===== config.mk =====
export PLATFORM = sky130hd
export DESIGN_NAME = dscw_seq
export DESIGN_NICKNAME = d
export VERILOG_FILES = /design/src/rtl/disk_image_sector_chain_writer_top_defines.svh /design/src/rtl/dscw_pkg.sv /design/src/rtl/dscw_seq.sv
export SDC_FILE = /design/constraint.sdc
export NUM_CORES = 1
export LEC_CHECK = 0
export BUFFER_PORTS_ARGS = -buffer_cell sky130_fd_sc_hd__buf_4
export CELL_PAD_IN_SITES_DETAIL_PLACEMENT = 1
export CELL_PAD_IN_SITES_GLOBAL_PLACEMENT = 1
export CORE_MARGIN = 2
export CORE_UTILIZATION = 40
export CTS_CLUSTER_DIAMETER = 60
export DETAILED_ROUTE_END_ITERATION = 8
export PLACE_DENSITY = 0.84
export REMOVE_ABC_BUFFERS = 1
export SYNTH_ARGS = -nofsm -noshare
export SYNTH_HDL_FRONTEND = slang
export SYNTH_SLANG_ARGS = --single-unit

===== constraint.sdc =====
create_clock -name clk -period 8 [get_ports clk]
set_clock_uncertainty 0.05 [all_clocks]
set_input_delay 0.8 -clock clk [delete_from_list [all_inputs] [get_ports clk]]
set_output_delay 0.8 -clock clk [all_outputs]
set_load 0.01 [all_outputs]

===== src/rtl/disk_image_sector_chain_writer_top_defines.svh =====
// assertion macros for the sector chain writer
// used by the top level only, expects clk and rst_n in scope
`ifndef DISK_IMAGE_SECTOR_CHAIN_WRITER_TOP_DEFINES_SVH
`define DISK_IMAGE_SECTOR_CHAIN_WRITER_TOP_DEFINES_SVH

// condition must never hold outside reset
`define DSCW_ASSERT_NEVER(lbl, cond, msg) \
  lbl: assert property (@(posedge clk) disable iff (!rst_n) !(cond)) else $error(msg);

// same-cycle implication
`define DSCW_ASSERT_IMPLY(lbl, ante, cons, msg) \
  lbl: assert property (@(posedge clk) disable iff (!rst_n) (ante) |-> (cons)) \
    else $error(msg);

// next-cycle implication
`define DSCW_ASSERT_NEXT(lbl, ante, cons, msg) \
  lbl: assert property (@(posedge clk) disable iff (!rst_n) (ante) |=> (cons)) \
    else $error(msg);

`endif


===== src/rtl/dscw_pkg.sv =====
// shared constants, types and table functions of the sector chain writer
// no dependencies; imported by every module of the block except dscw_ram
`default_nettype none

package dscw_pkg;

  // geometry
  localparam int SECTOR_BYTES = 256;
  localparam int PAGE_COUNT   = 802;
  localparam int IMAGE_BYTES  = PAGE_COUNT * SECTOR_BYTES;
  localparam int IMG_AW       = 18;
  localparam int PAGE_W       = 10;
  localparam int TRK_W        = 6;
  localparam int SEC_W        = 5;
  localparam int MAX_TRACKS   = 42;
  localparam int MAP_TRACK    = 18;
  localparam logic [PAGE_W-1:0] MAP_PAGE = 10'd357;

  // fill byte codes
  localparam logic [7:0] FILL_FULL  = 8'hFF;
  localparam logic [7:0] FILL_FIRST = 8'h02;
  localparam logic [7:0] FILL_EMPTY = 8'h00;

  // request modes
  localparam logic [1:0] MODE_WRITE = 2'd0;
  localparam logic [1:0] MODE_CLOSE = 2'd1;
  localparam logic [1:0] MODE_READ  = 2'd2;

  // config port
  localparam int CFG_AW = 3;
  localparam int CFG_DW = 32;
  localparam logic REG_NUM_TRACKS = 1'b0;
  localparam logic REG_SKIP_DIR   = 1'b1;

  typedef struct packed {
    logic [TRK_W-1:0] num_tracks;
    logic             skip_dir;
  } cfg_regs_t;

  typedef struct packed {
    logic             ok;
    logic [TRK_W-1:0] trk;
    logic [SEC_W-1:0] sec;
  } nav_res_t;

  // sectors per track, zero outside 1..42
  function automatic logic [SEC_W-1:0] trk_sectors(input logic [TRK_W-1:0] t);
    logic [SEC_W-1:0] n;
    if (t == 6'd0 || t > 6'(MAX_TRACKS)) n = 5'd0;
    else if (t < 6'd18) n = 5'd21;
    else if (t < 6'd25) n = 5'd19;
    else if (t < 6'd31) n = 5'd18;
    else n = 5'd17;
    return n;
  endfunction

  // first sector page of each track
  function automatic logic [PAGE_W-1:0] trk_first(input logic [TRK_W-1:0] t);
    logic [PAGE_W-1:0] p;
    case (t)
      6'd1:  p = 10'd0;    6'd2:  p = 10'd21;   6'd3:  p = 10'd42;   6'd4:  p = 10'd63;
      6'd5:  p = 10'd84;   6'd6:  p = 10'd105;  6'd7:  p = 10'd126;  6'd8:  p = 10'd147;
      6'd9:  p = 10'd168;  6'd10: p = 10'd189;  6'd11: p = 10'd210;  6'd12: p = 10'd231;
      6'd13: p = 10'd252;  6'd14: p = 10'd273;  6'd15: p = 10'd294;  6'd16: p = 10'd315;
      6'd17: p = 10'd336;  6'd18: p = 10'd357;  6'd19: p = 10'd376;  6'd20: p = 10'd395;
      6'd21: p = 10'd414;  6'd22: p = 10'd433;  6'd23: p = 10'd452;  6'd24: p = 10'd471;
      6'd25: p = 10'd490;  6'd26: p = 10'd508;  6'd27: p = 10'd526;  6'd28: p = 10'd544;
      6'd29: p = 10'd562;  6'd30: p = 10'd580;  6'd31: p = 10'd598;  6'd32: p = 10'd615;
      6'd33: p = 10'd632;  6'd34: p = 10'd649;  6'd35: p = 10'd666;  6'd36: p = 10'd683;
      6'd37: p = 10'd700;  6'd38: p = 10'd717;  6'd39: p = 10'd734;  6'd40: p = 10'd751;
      6'd41: p = 10'd768;  6'd42: p = 10'd785;
      default: p = 10'd0;
    endcase
    return p;
  endfunction

  // page of a sector, out-of-range track or sector folds to the first one
  function automatic logic [PAGE_W-1:0] sec_page(input logic [TRK_W-1:0] trk,
                                                 input logic [SEC_W-1:0] sec);
    logic [TRK_W-1:0] tt;
    logic [SEC_W-1:0] ss;
    tt = (trk == 6'd0 || trk > 6'(MAX_TRACKS)) ? 6'd1 : trk;
    ss = (sec >= trk_sectors(tt)) ? 5'd0 : sec;
    return trk_first(tt) + {5'd0, ss};
  endfunction

  // interleave tables per speed zone
  function automatic logic [SEC_W-1:0] ilv_z3(input logic [SEC_W-1:0] i);
    return (i < 5'd11) ? 5'(i + 5'd10) : 5'(i - 5'd11);
  endfunction

  function automatic logic [SEC_W-1:0] ilv_z2(input logic [SEC_W-1:0] i);
    return (i < 5'd9) ? 5'(i + 5'd10) : 5'(i - 5'd9);
  endfunction

  function automatic logic [SEC_W-1:0] ilv_t18(input logic [SEC_W-1:0] i);
    return (i < 5'd16) ? 5'(i + 5'd3) : 5'(i - 5'd16);
  endfunction

  function automatic logic [SEC_W-1:0] ilv_z1(input logic [SEC_W-1:0] i);
    logic [SEC_W-1:0] r;
    if (i < 5'd8) r = 5'(i + 5'd10);
    else if (i == 5'd8) r = 5'd1;
    else if (i == 5'd9) r = 5'd0;
    else r = 5'(i - 5'd8);
    return r;
  endfunction

  function automatic logic [SEC_W-1:0] ilv_z0(input logic [SEC_W-1:0] i);
    return (i < 5'd7) ? 5'(i + 5'd10) : 5'(i - 5'd7);
  endfunction

  // reset content of one image byte: zero except the blank allocation map
  function automatic logic [7:0] init_byte(input logic [IMG_AW-1:0] a);
    logic [7:0]       off;
    logic [TRK_W-1:0] k;
    logic [SEC_W-1:0] n;
    logic [7:0]       v;
    off = a[7:0];
    k   = off[7:2];
    n   = trk_sectors(k);
    v   = 8'h00;
    if (a[IMG_AW-1:8] == MAP_PAGE && off >= 8'd4 && off <= 8'd143
        && k != 6'(MAP_TRACK)) begin
      case (off[1:0])
        2'd0: v = {3'd0, n};
        2'd1: v = 8'hFF;
        2'd2: v = 8'hFF;
        default: v = (n == 5'd21) ? 8'h1F : (n == 5'd19) ? 8'h07 :
                     (n == 5'd18) ? 8'h03 : 8'h01;
      endcase
    end
    return v;
  endfunction

endpackage

`default_nettype wire


===== src/rtl/dscw_seq.sv =====
// request sequencer: input buffer, image memory read-modify-write steps,
// clearing sweep after reset and result register
// depends on dscw_pkg
`default_nettype none

module dscw_seq import dscw_pkg::*; (
  input  wire logic              clk,
  input  wire logic              rst_n,
  // request channel
  input  wire logic              in_valid,
  output logic                   in_stall,
  input  wire logic [1:0]        in_mode,
  input  wire logic [7:0]        in_data_byte,
  input  wire logic [IMG_AW-1:0] in_read_address,
  // result channel
  output logic                   out_valid,
  input  wire logic              out_stall,
  output logic                   out_status,
  output logic [TRK_W-1:0]       out_cur_track,
  output logic [SEC_W-1:0]       out_cur_sector,
  output logic [7:0]             out_fill_position,
  output logic [7:0]             out_read_data,
  // next-sector unit
  output logic [TRK_W-1:0]       cur_trk,
  output logic [SEC_W-1:0]       cur_sec,
  input  wire nav_res_t          nav,
  // image memory
  output logic                   ram_we,
  output logic [IMG_AW-1:0]      ram_waddr,
  output logic [7:0]             ram_wdata,
  output logic                   ram_re,
  output logic [IMG_AW-1:0]      ram_raddr,
  input  wire logic [7:0]        ram_rdata
);

  typedef enum logic [6:0] {
    ST_CLEAR = 7'b0000001,
    ST_IDLE  = 7'b0000010,
    ST_LINK  = 7'b0000100,
    ST_NEW   = 7'b0001000,
    ST_MAPC  = 7'b0010000,
    ST_MAPW  = 7'b0100000,
    ST_FIN   = 7'b1000000
  } seq_state_t;

  // control state
  seq_state_t        state_r, state_nxt;
  logic [IMG_AW-1:0] clr_addr_r, clr_addr_nxt;
  logic              buf_valid_r, buf_valid_nxt;
  logic [TRK_W-1:0]  trk_r, trk_nxt;
  logic [SEC_W-1:0]  sec_r, sec_nxt;
  logic [7:0]        fill_r, fill_nxt;
  logic              out_valid_r, out_valid_nxt;

  // payload and per-request flags
  logic [1:0]        buf_mode_r, buf_mode_nxt;
  logic [7:0]        buf_byte_r, buf_byte_nxt;
  logic [IMG_AW-1:0] buf_addr_r, buf_addr_nxt;
  logic [7:0]        byte_r, byte_nxt;
  logic [PAGE_W-1:0] lnk_page_r, lnk_page_nxt;
  logic              bset_r, bset_nxt;
  logic              status_r, status_nxt;
  logic              rd_sel_r, rd_sel_nxt;
  logic              fin_fill_r, fin_fill_nxt;
  logic              fin_wr_r, fin_wr_nxt;
  logic              out_status_r, out_status_nxt;
  logic [TRK_W-1:0]  out_trk_r, out_trk_nxt;
  logic [SEC_W-1:0]  out_sec_r, out_sec_nxt;
  logic [7:0]        out_fill_r, out_fill_nxt;
  logic [7:0]        out_rd_r, out_rd_nxt;

  // helpers
  logic [PAGE_W-1:0] cur_page;
  logic [7:0]        cnt_off, bm_off, bm_bit, fill_inc;
  logic              accept, out_free, bset;

  assign cur_page = sec_page(trk_r, sec_r);
  assign cnt_off  = {trk_r, 2'b00};
  assign bm_off   = 8'(cnt_off + 8'd1 + {6'd0, sec_r[4:3]});
  assign bm_bit   = 8'd1 << sec_r[2:0];
  assign fill_inc = 8'(fill_r + 8'd1);
  assign bset     = |(ram_rdata & bm_bit);

  assign in_stall = buf_valid_r || (state_r == ST_CLEAR);
  assign accept   = in_valid && !in_stall;
  assign out_free = !out_valid_r || !out_stall;

  assign cur_trk = trk_r;
  assign cur_sec = sec_r;

  always_comb begin
    state_nxt      = state_r;
    clr_addr_nxt   = clr_addr_r;
    buf_valid_nxt  = buf_valid_r;
    trk_nxt        = trk_r;
    sec_nxt        = sec_r;
    fill_nxt       = fill_r;
    out_valid_nxt  = out_valid_r;
    buf_mode_nxt   = buf_mode_r;
    buf_byte_nxt   = buf_byte_r;
    buf_addr_nxt   = buf_addr_r;
    byte_nxt       = byte_r;
    lnk_page_nxt   = lnk_page_r;
    bset_nxt       = bset_r;
    status_nxt     = status_r;
    rd_sel_nxt     = rd_sel_r;
    fin_fill_nxt   = fin_fill_r;
    fin_wr_nxt     = fin_wr_r;
    out_status_nxt = out_status_r;
    out_trk_nxt    = out_trk_r;
    out_sec_nxt    = out_sec_r;
    out_fill_nxt   = out_fill_r;
    out_rd_nxt     = out_rd_r;
    ram_we         = 1'b0;
    ram_waddr      = {cur_page, 8'd1};
    ram_wdata      = fill_r;
    ram_re         = 1'b0;
    ram_raddr      = {MAP_PAGE, bm_off};

    // input buffer
    if (accept) begin
      buf_valid_nxt = 1'b1;
      buf_mode_nxt  = in_mode;
      buf_byte_nxt  = in_data_byte;
      buf_addr_nxt  = in_read_address;
    end

    // result taken
    if (out_valid_r && !out_stall) begin
      out_valid_nxt = 1'b0;
    end

    case (state_r)
      // write the reset image one byte a cycle
      ST_CLEAR: begin
        ram_we    = 1'b1;
        ram_waddr = clr_addr_r;
        ram_wdata = init_byte(clr_addr_r);
        if (clr_addr_r == 18'(IMAGE_BYTES - 1)) begin
          state_nxt = ST_IDLE;
        end else begin
          clr_addr_nxt = 18'(clr_addr_r + 18'd1);
        end
      end

      // dispatch the buffered request
      ST_IDLE: begin
        if (buf_valid_r) begin
          buf_valid_nxt = 1'b0;
          byte_nxt      = buf_byte_r;
          status_nxt    = 1'b0;
          rd_sel_nxt    = 1'b0;
          fin_fill_nxt  = 1'b0;
          fin_wr_nxt    = 1'b0;
          state_nxt     = ST_FIN;
          case (buf_mode_r)
            MODE_WRITE: begin
              if (fill_r == FILL_FULL) begin
                if (!nav.ok) begin
                  status_nxt = 1'b1;
                end else begin
                  // link byte: next track into the full sector
                  ram_we       = 1'b1;
                  ram_waddr    = {cur_page, 8'd0};
                  ram_wdata    = {2'b00, nav.trk};
                  lnk_page_nxt = cur_page;
                  trk_nxt      = nav.trk;
                  sec_nxt      = nav.sec;
                  state_nxt    = ST_LINK;
                end
              end else if (fill_r == FILL_EMPTY) begin
                // first byte of a fresh sector, start the map update
                ram_re    = 1'b1;
                ram_raddr = {MAP_PAGE, bm_off};
                ram_we    = 1'b1;
                ram_waddr = {cur_page, 8'd2};
                ram_wdata = buf_byte_r;
                fill_nxt  = FILL_FIRST;
                state_nxt = ST_MAPC;
              end else begin
                // append after the last used position
                ram_we     = 1'b1;
                ram_waddr  = {cur_page, fill_inc};
                ram_wdata  = buf_byte_r;
                fill_nxt   = fill_inc;
                fin_wr_nxt = 1'b1;
              end
            end
            MODE_CLOSE: begin
              if (nav.ok) begin
                trk_nxt      = nav.trk;
                sec_nxt      = nav.sec;
                ram_re       = 1'b1;
                ram_raddr    = {sec_page(nav.trk, nav.sec), 8'd1};
                fin_fill_nxt = 1'b1;
              end else begin
                status_nxt = 1'b1;
              end
            end
            MODE_READ: begin
              if (buf_addr_r[IMG_AW-1:8] < 10'(PAGE_COUNT)) begin
                ram_re     = 1'b1;
                ram_raddr  = buf_addr_r;
                rd_sel_nxt = 1'b1;
              end
            end
            default: ;
          endcase
        end
      end

      // link byte: next sector into the full sector
      ST_LINK: begin
        ram_we    = 1'b1;
        ram_waddr = {lnk_page_r, 8'd1};
        ram_wdata = {3'd0, sec_r};
        state_nxt = ST_NEW;
      end

      // first byte of the newly linked sector, start the map update
      ST_NEW: begin
        ram_re    = 1'b1;
        ram_raddr = {MAP_PAGE, bm_off};
        ram_we    = 1'b1;
        ram_waddr = {cur_page, 8'd2};
        ram_wdata = byte_r;
        fill_nxt  = FILL_FIRST;
        state_nxt = ST_MAPC;
      end

      // bitmap byte arrives: clear the sector's free bit, fetch the count
      ST_MAPC: begin
        bset_nxt = bset;
        if (bset) begin
          ram_we    = 1'b1;
          ram_waddr = {MAP_PAGE, bm_off};
          ram_wdata = ram_rdata & ~bm_bit;
        end
        ram_re    = 1'b1;
        ram_raddr = {MAP_PAGE, cnt_off};
        state_nxt = ST_MAPW;
      end

      // free count arrives: lower it if the free bit was set, unless already empty
      ST_MAPW: begin
        if (bset_r && ram_rdata != 8'd0) begin
          ram_we    = 1'b1;
          ram_waddr = {MAP_PAGE, cnt_off};
          ram_wdata = 8'(ram_rdata - 8'd1);
        end
        fin_wr_nxt = 1'b1;
        state_nxt  = ST_FIN;
      end

      // fill byte write-back and result load, held while the output is busy
      ST_FIN: begin
        if (fin_wr_r) begin
          ram_we    = 1'b1;
          ram_waddr = {cur_page, 8'd1};
          ram_wdata = fill_r;
        end
        if (out_free) begin
          out_valid_nxt  = 1'b1;
          out_status_nxt = status_r;
          out_trk_nxt    = trk_r;
          out_sec_nxt    = sec_r;
          out_fill_nxt   = fin_fill_r ? ram_rdata : fill_r;
          out_rd_nxt     = rd_sel_r ? ram_rdata : 8'd0;
          if (fin_fill_r) begin
            fill_nxt = ram_rdata;
          end
          state_nxt = ST_IDLE;
        end
      end

      default: state_nxt = ST_IDLE;
    endcase
  end

  // control registers
  always_ff @(posedge clk) begin
    if (!rst_n) begin
      state_r     <= ST_CLEAR;
      clr_addr_r  <= '0;
      buf_valid_r <= 1'b0;
      trk_r       <= 6'd1;
      sec_r       <= 5'd0;
      fill_r      <= FILL_EMPTY;
      out_valid_r <= 1'b0;
    end else begin
      state_r     <= state_nxt;
      clr_addr_r  <= clr_addr_nxt;
      buf_valid_r <= buf_valid_nxt;
      trk_r       <= trk_nxt;
      sec_r       <= sec_nxt;
      fill_r      <= fill_nxt;
      out_valid_r <= out_valid_nxt;
    end
  end

  // payload registers
  always_ff @(posedge clk) begin
    buf_mode_r   <= buf_mode_nxt;
    buf_byte_r   <= buf_byte_nxt;
    buf_addr_r   <= buf_addr_nxt;
    byte_r       <= byte_nxt;
    lnk_page_r   <= lnk_page_nxt;
    bset_r       <= bset_nxt;
    status_r     <= status_nxt;
    rd_sel_r     <= rd_sel_nxt;
    fin_fill_r   <= fin_fill_nxt;
    fin_wr_r     <= fin_wr_nxt;
    out_status_r <= out_status_nxt;
    out_trk_r    <= out_trk_nxt;
    out_sec_r    <= out_sec_nxt;
    out_fill_r   <= out_fill_nxt;
    out_rd_r     <= out_rd_nxt;
  end

  assign out_valid         = out_valid_r;
  assign out_status        = out_status_r;
  assign out_cur_track     = out_trk_r;
  assign out_cur_sector    = out_sec_r;
  assign out_fill_position = out_fill_r;
  assign out_read_data     = out_rd_r;

endmodule

`default_nettype wire


==> metrics <==
Slew HR 15.4%; final hold violations 0; WP data arrival 6.30 ns; Setup-failing EPs final 0; fin nets 1359; post-CTS setup buffer count 0; Die Ht 160 um; ys async rst share 0%; RSZ-0062 raised after global routing no; Worst Path Class, Setup flop to output port; most used cell, CP a21oi_1; YS warnings 0; PortBufs 138; global-route wire length before repair 57900 um; routed len/inst 23.4 um; fin crit period 7.15 ns; total wire length 37200 um; Netlist cell types 93; main area contributors after synthesis edfxtp_1 (24%), dfxtp_1 (9.4%), ha_1 (6.4%), a21oi_1 (4.7%), nor2_1 (4.4%); htree depth 4; die span in x 160 um; Detailed Routing Iterations Pass 1 7; Post-Syn Area 9750 um^2; top_reg_cell synth edfxtp_1; Site Rows 57; Slew Limit Fails 0; EDFF count, synth 79; Ant. Diodes 0; Post-Syn Instances 1157; GPL Wtd Cong 0.941; Syn-to-layout area delta 18.6%; Initial Util 40.4%; critical path's slowest cell dfxtp_1; worst-margin pin slew 1.26 ns; f_max 0.140 GHz; die footprint 25600 um^2; worst skew pair latency 0.44 ns; Inserted Clock Buffers 17; vias 9989; critical-path maximum fanout 21; setup TNS 0 ns; Core ar. 24100 um^2; period utilization 89.4%; clk sinks 125; IO Pins 139; worst vdd ir 99.5 uV; final antenna-violating net count 0; maxcap violations 0; worst path buffer plus inverter count 3; vias in the first global route 9972; overall power 1.65 mW; GR Overflow Total 0; GR peak layer met2; PwrDens 143 nW/um^2; clk buf depth 2; sequential-to-total area share from yosys stat 33.8%; initial antenna violation count 1; Hold WC Path Type flop to flop; Worst Path Required 7.15 ns; CTS Hold Bufs 0; CTS tree built; #FFs+latches synth 125; DR vias/cell 6.27; LEAKAGE 4.60 nW; met2 Track Usage GR 48.0%; startpoint class of the critical path flop; result of the run completed; clk slew on worst S/H paths 0.07 ns; post-synth top area cell edfxtp_1; Root Driver clkbuf_16; initial DRC count 1067; # resized after CTS 0; drt drc 0; most frequent cell after synthesis nor2_1; GRT Util Overall 28.8%; Post-synth top cells nor2_1 (114), nand2_1 (103), a21oi_1 (91); dpl hpwl 28000 um; fraction of layout cells with a size suffix above 1 17.7%; GRT met1 Usage 37.8%; element type at the critical path end output port; final core occ 48.0%; mean post-synth cell area 8.43 um^2; M3 GR Usage 5.12%; largest net degree at the start of global routing 40; delay-heaviest family, CP compound AO/OA/AOI/OAI gates; share of the synthesized area in the top cell type 24.3%; crit-path max cell delay 0.49 ns
## kinds of logic after synthesis
group	share of synthesized area (%)
AND/OR/NAND/NOR	23.6
XOR/XNOR	3.50
buffers and inverters	5.09
AO/OA/AOI/OAI	24.4
adder cells (fa/ha/maj)	6.83
multiplexers	2.81
flip-flops	33.8
## state kept, by name, indices dropped and copies added (netlist names), 5 cells and up
name,flops
out_cur_track,6
cur_sec,5
state_r,7
out_fill_position,8
buf_addr_r,18
fill_r,8
out_read_data,8
lnk_page_r,10
clr_addr_r,18
cur_trk,6
buf_byte_r,8
byte_r,8
out_cur_sector,5
## placed cells by master (no fill, tap or decap), types with 7 or more instances in the layout
master / synthesis / routed
buf_4: 2 / 151
nand4_1: 15 / 15
xor2_1: 19 / 19
ha_1: 50 / 50
and2_1: 22 / 22
nand2b_1: 26 / 26
and3_1: 13 / 13
nor2_1: 114 / 113
mux2_2: 7 / 7
a21oi_1: 91 / 90
a21o_1: 14 / 14
o21ai_1: 7 / 7
dfxtp_1: 46 / 46
nor2b_1: 20 / 20
nor3_1: 26 / 26
nand2_1: 103 / 103
o211ai_1: 11 / 11
inv_1: 43 / 43
inv_8: 0 / 8
xnor2_1: 20 / 20
mux2i_1: 15 / 15
nand3_1: 42 / 42
a31oi_1: 9 / 9
o22ai_1: 14 / 14
clkbuf_16: 0 / 17
o21ai_0: 71 / 71
a22oi_1: 25 / 25
a211oi_1: 13 / 13
o311ai_0: 8 / 8
a211o_1: 7 / 7
or3_1: 19 / 19
a221o_1: 10 / 10
edfxtp_1: 79 / 79
## where the power goes
group	switching [mW]	internal, mW
Combinational	0.112	0.0730
Sequential	0.00266	0.681
Clock	0.363	0.421
## through the flow
stage	area [um^2]	std cells	hold slack (ns)	setup WS, ns
after CTS	11600	1592	0.388	0.841
after detailed placement	11000	1560	0.370	0.992
after floorplan	9420	1085	0.350	2.00
after global placement	11000	1560	0.378	1.27
after global routing	11600	1592	0.391	0.437
final	11600	1592	0.381	0.851
## layer usage
| metal | part of all wire [%] | up-vias | routed length (um) |
|---|---|---|---|
| met1 | 42 | 4914 | 15500 |
| met2 | 48 | 483 | 17700 |
| met4 | 3.1 | 2 | 1140 |
| li1 | - | 4502 | - |
| met5 | 0.030 | - | 11 |
| met3 | 7.6 | 88 | 2850 |
## final cells by class
| type | count | area, um^2 |
|---|---|---|
| fillers | 2903 | 12500 |
| inverters | 45 | 169 |
| repair buffers | 151 | 1130 |
| clock inverters | 15 | 165 |
| clock buffers | 17 | 425 |
| well taps | 324 | 405 |
| flip-flops and latches | 125 | 3290 |
| multi-input cells | 915 | 5970 |
## path summary, 6_finish.rpt
path	start	end	slack [ns]	depth (start not counted)
max	cur_trk[2]$_SDFFE_PN0P_	ram_waddr[17]	0.85	25
min	status_r$_DFFE_PP_	out_status$_DFFE_PP_	0.38	0
max reg2reg	cur_trk[2]$_SDFFE_PN0P_	lnk_page_r[9]$_DFFE_PP_	2.09	24
min reg2reg	status_r$_DFFE_PP_	out_status$_DFFE_PP_	0.38	0
## worst register-to-register path, cell delays in order, from the launching register on
cell and delay, ns:
dfxtp_1 0.49, buf_4 0.30, and2_0 0.29, nor2_1 0.14, nor2_1 0.05, or3_1 0.45
inv_1 0.25, ha_1 0.34, a41oi_1 0.14, a21oi_1 0.29, a41oi_1 0.11, ha_1 0.30
nand2b_1 0.15, a21o_1 0.19, a211o_1 0.30, a21oi_1 0.27, and2_1 0.23, ha_1 0.25
a21oi_1 0.20, o211ai_1 0.13, a21oi_1 0.26, a31oi_1 0.10, nand4_1 0.12, xor2_1 0.20
inv_1 0.06
Note: power is estimated with default switching activity, not from simulation.
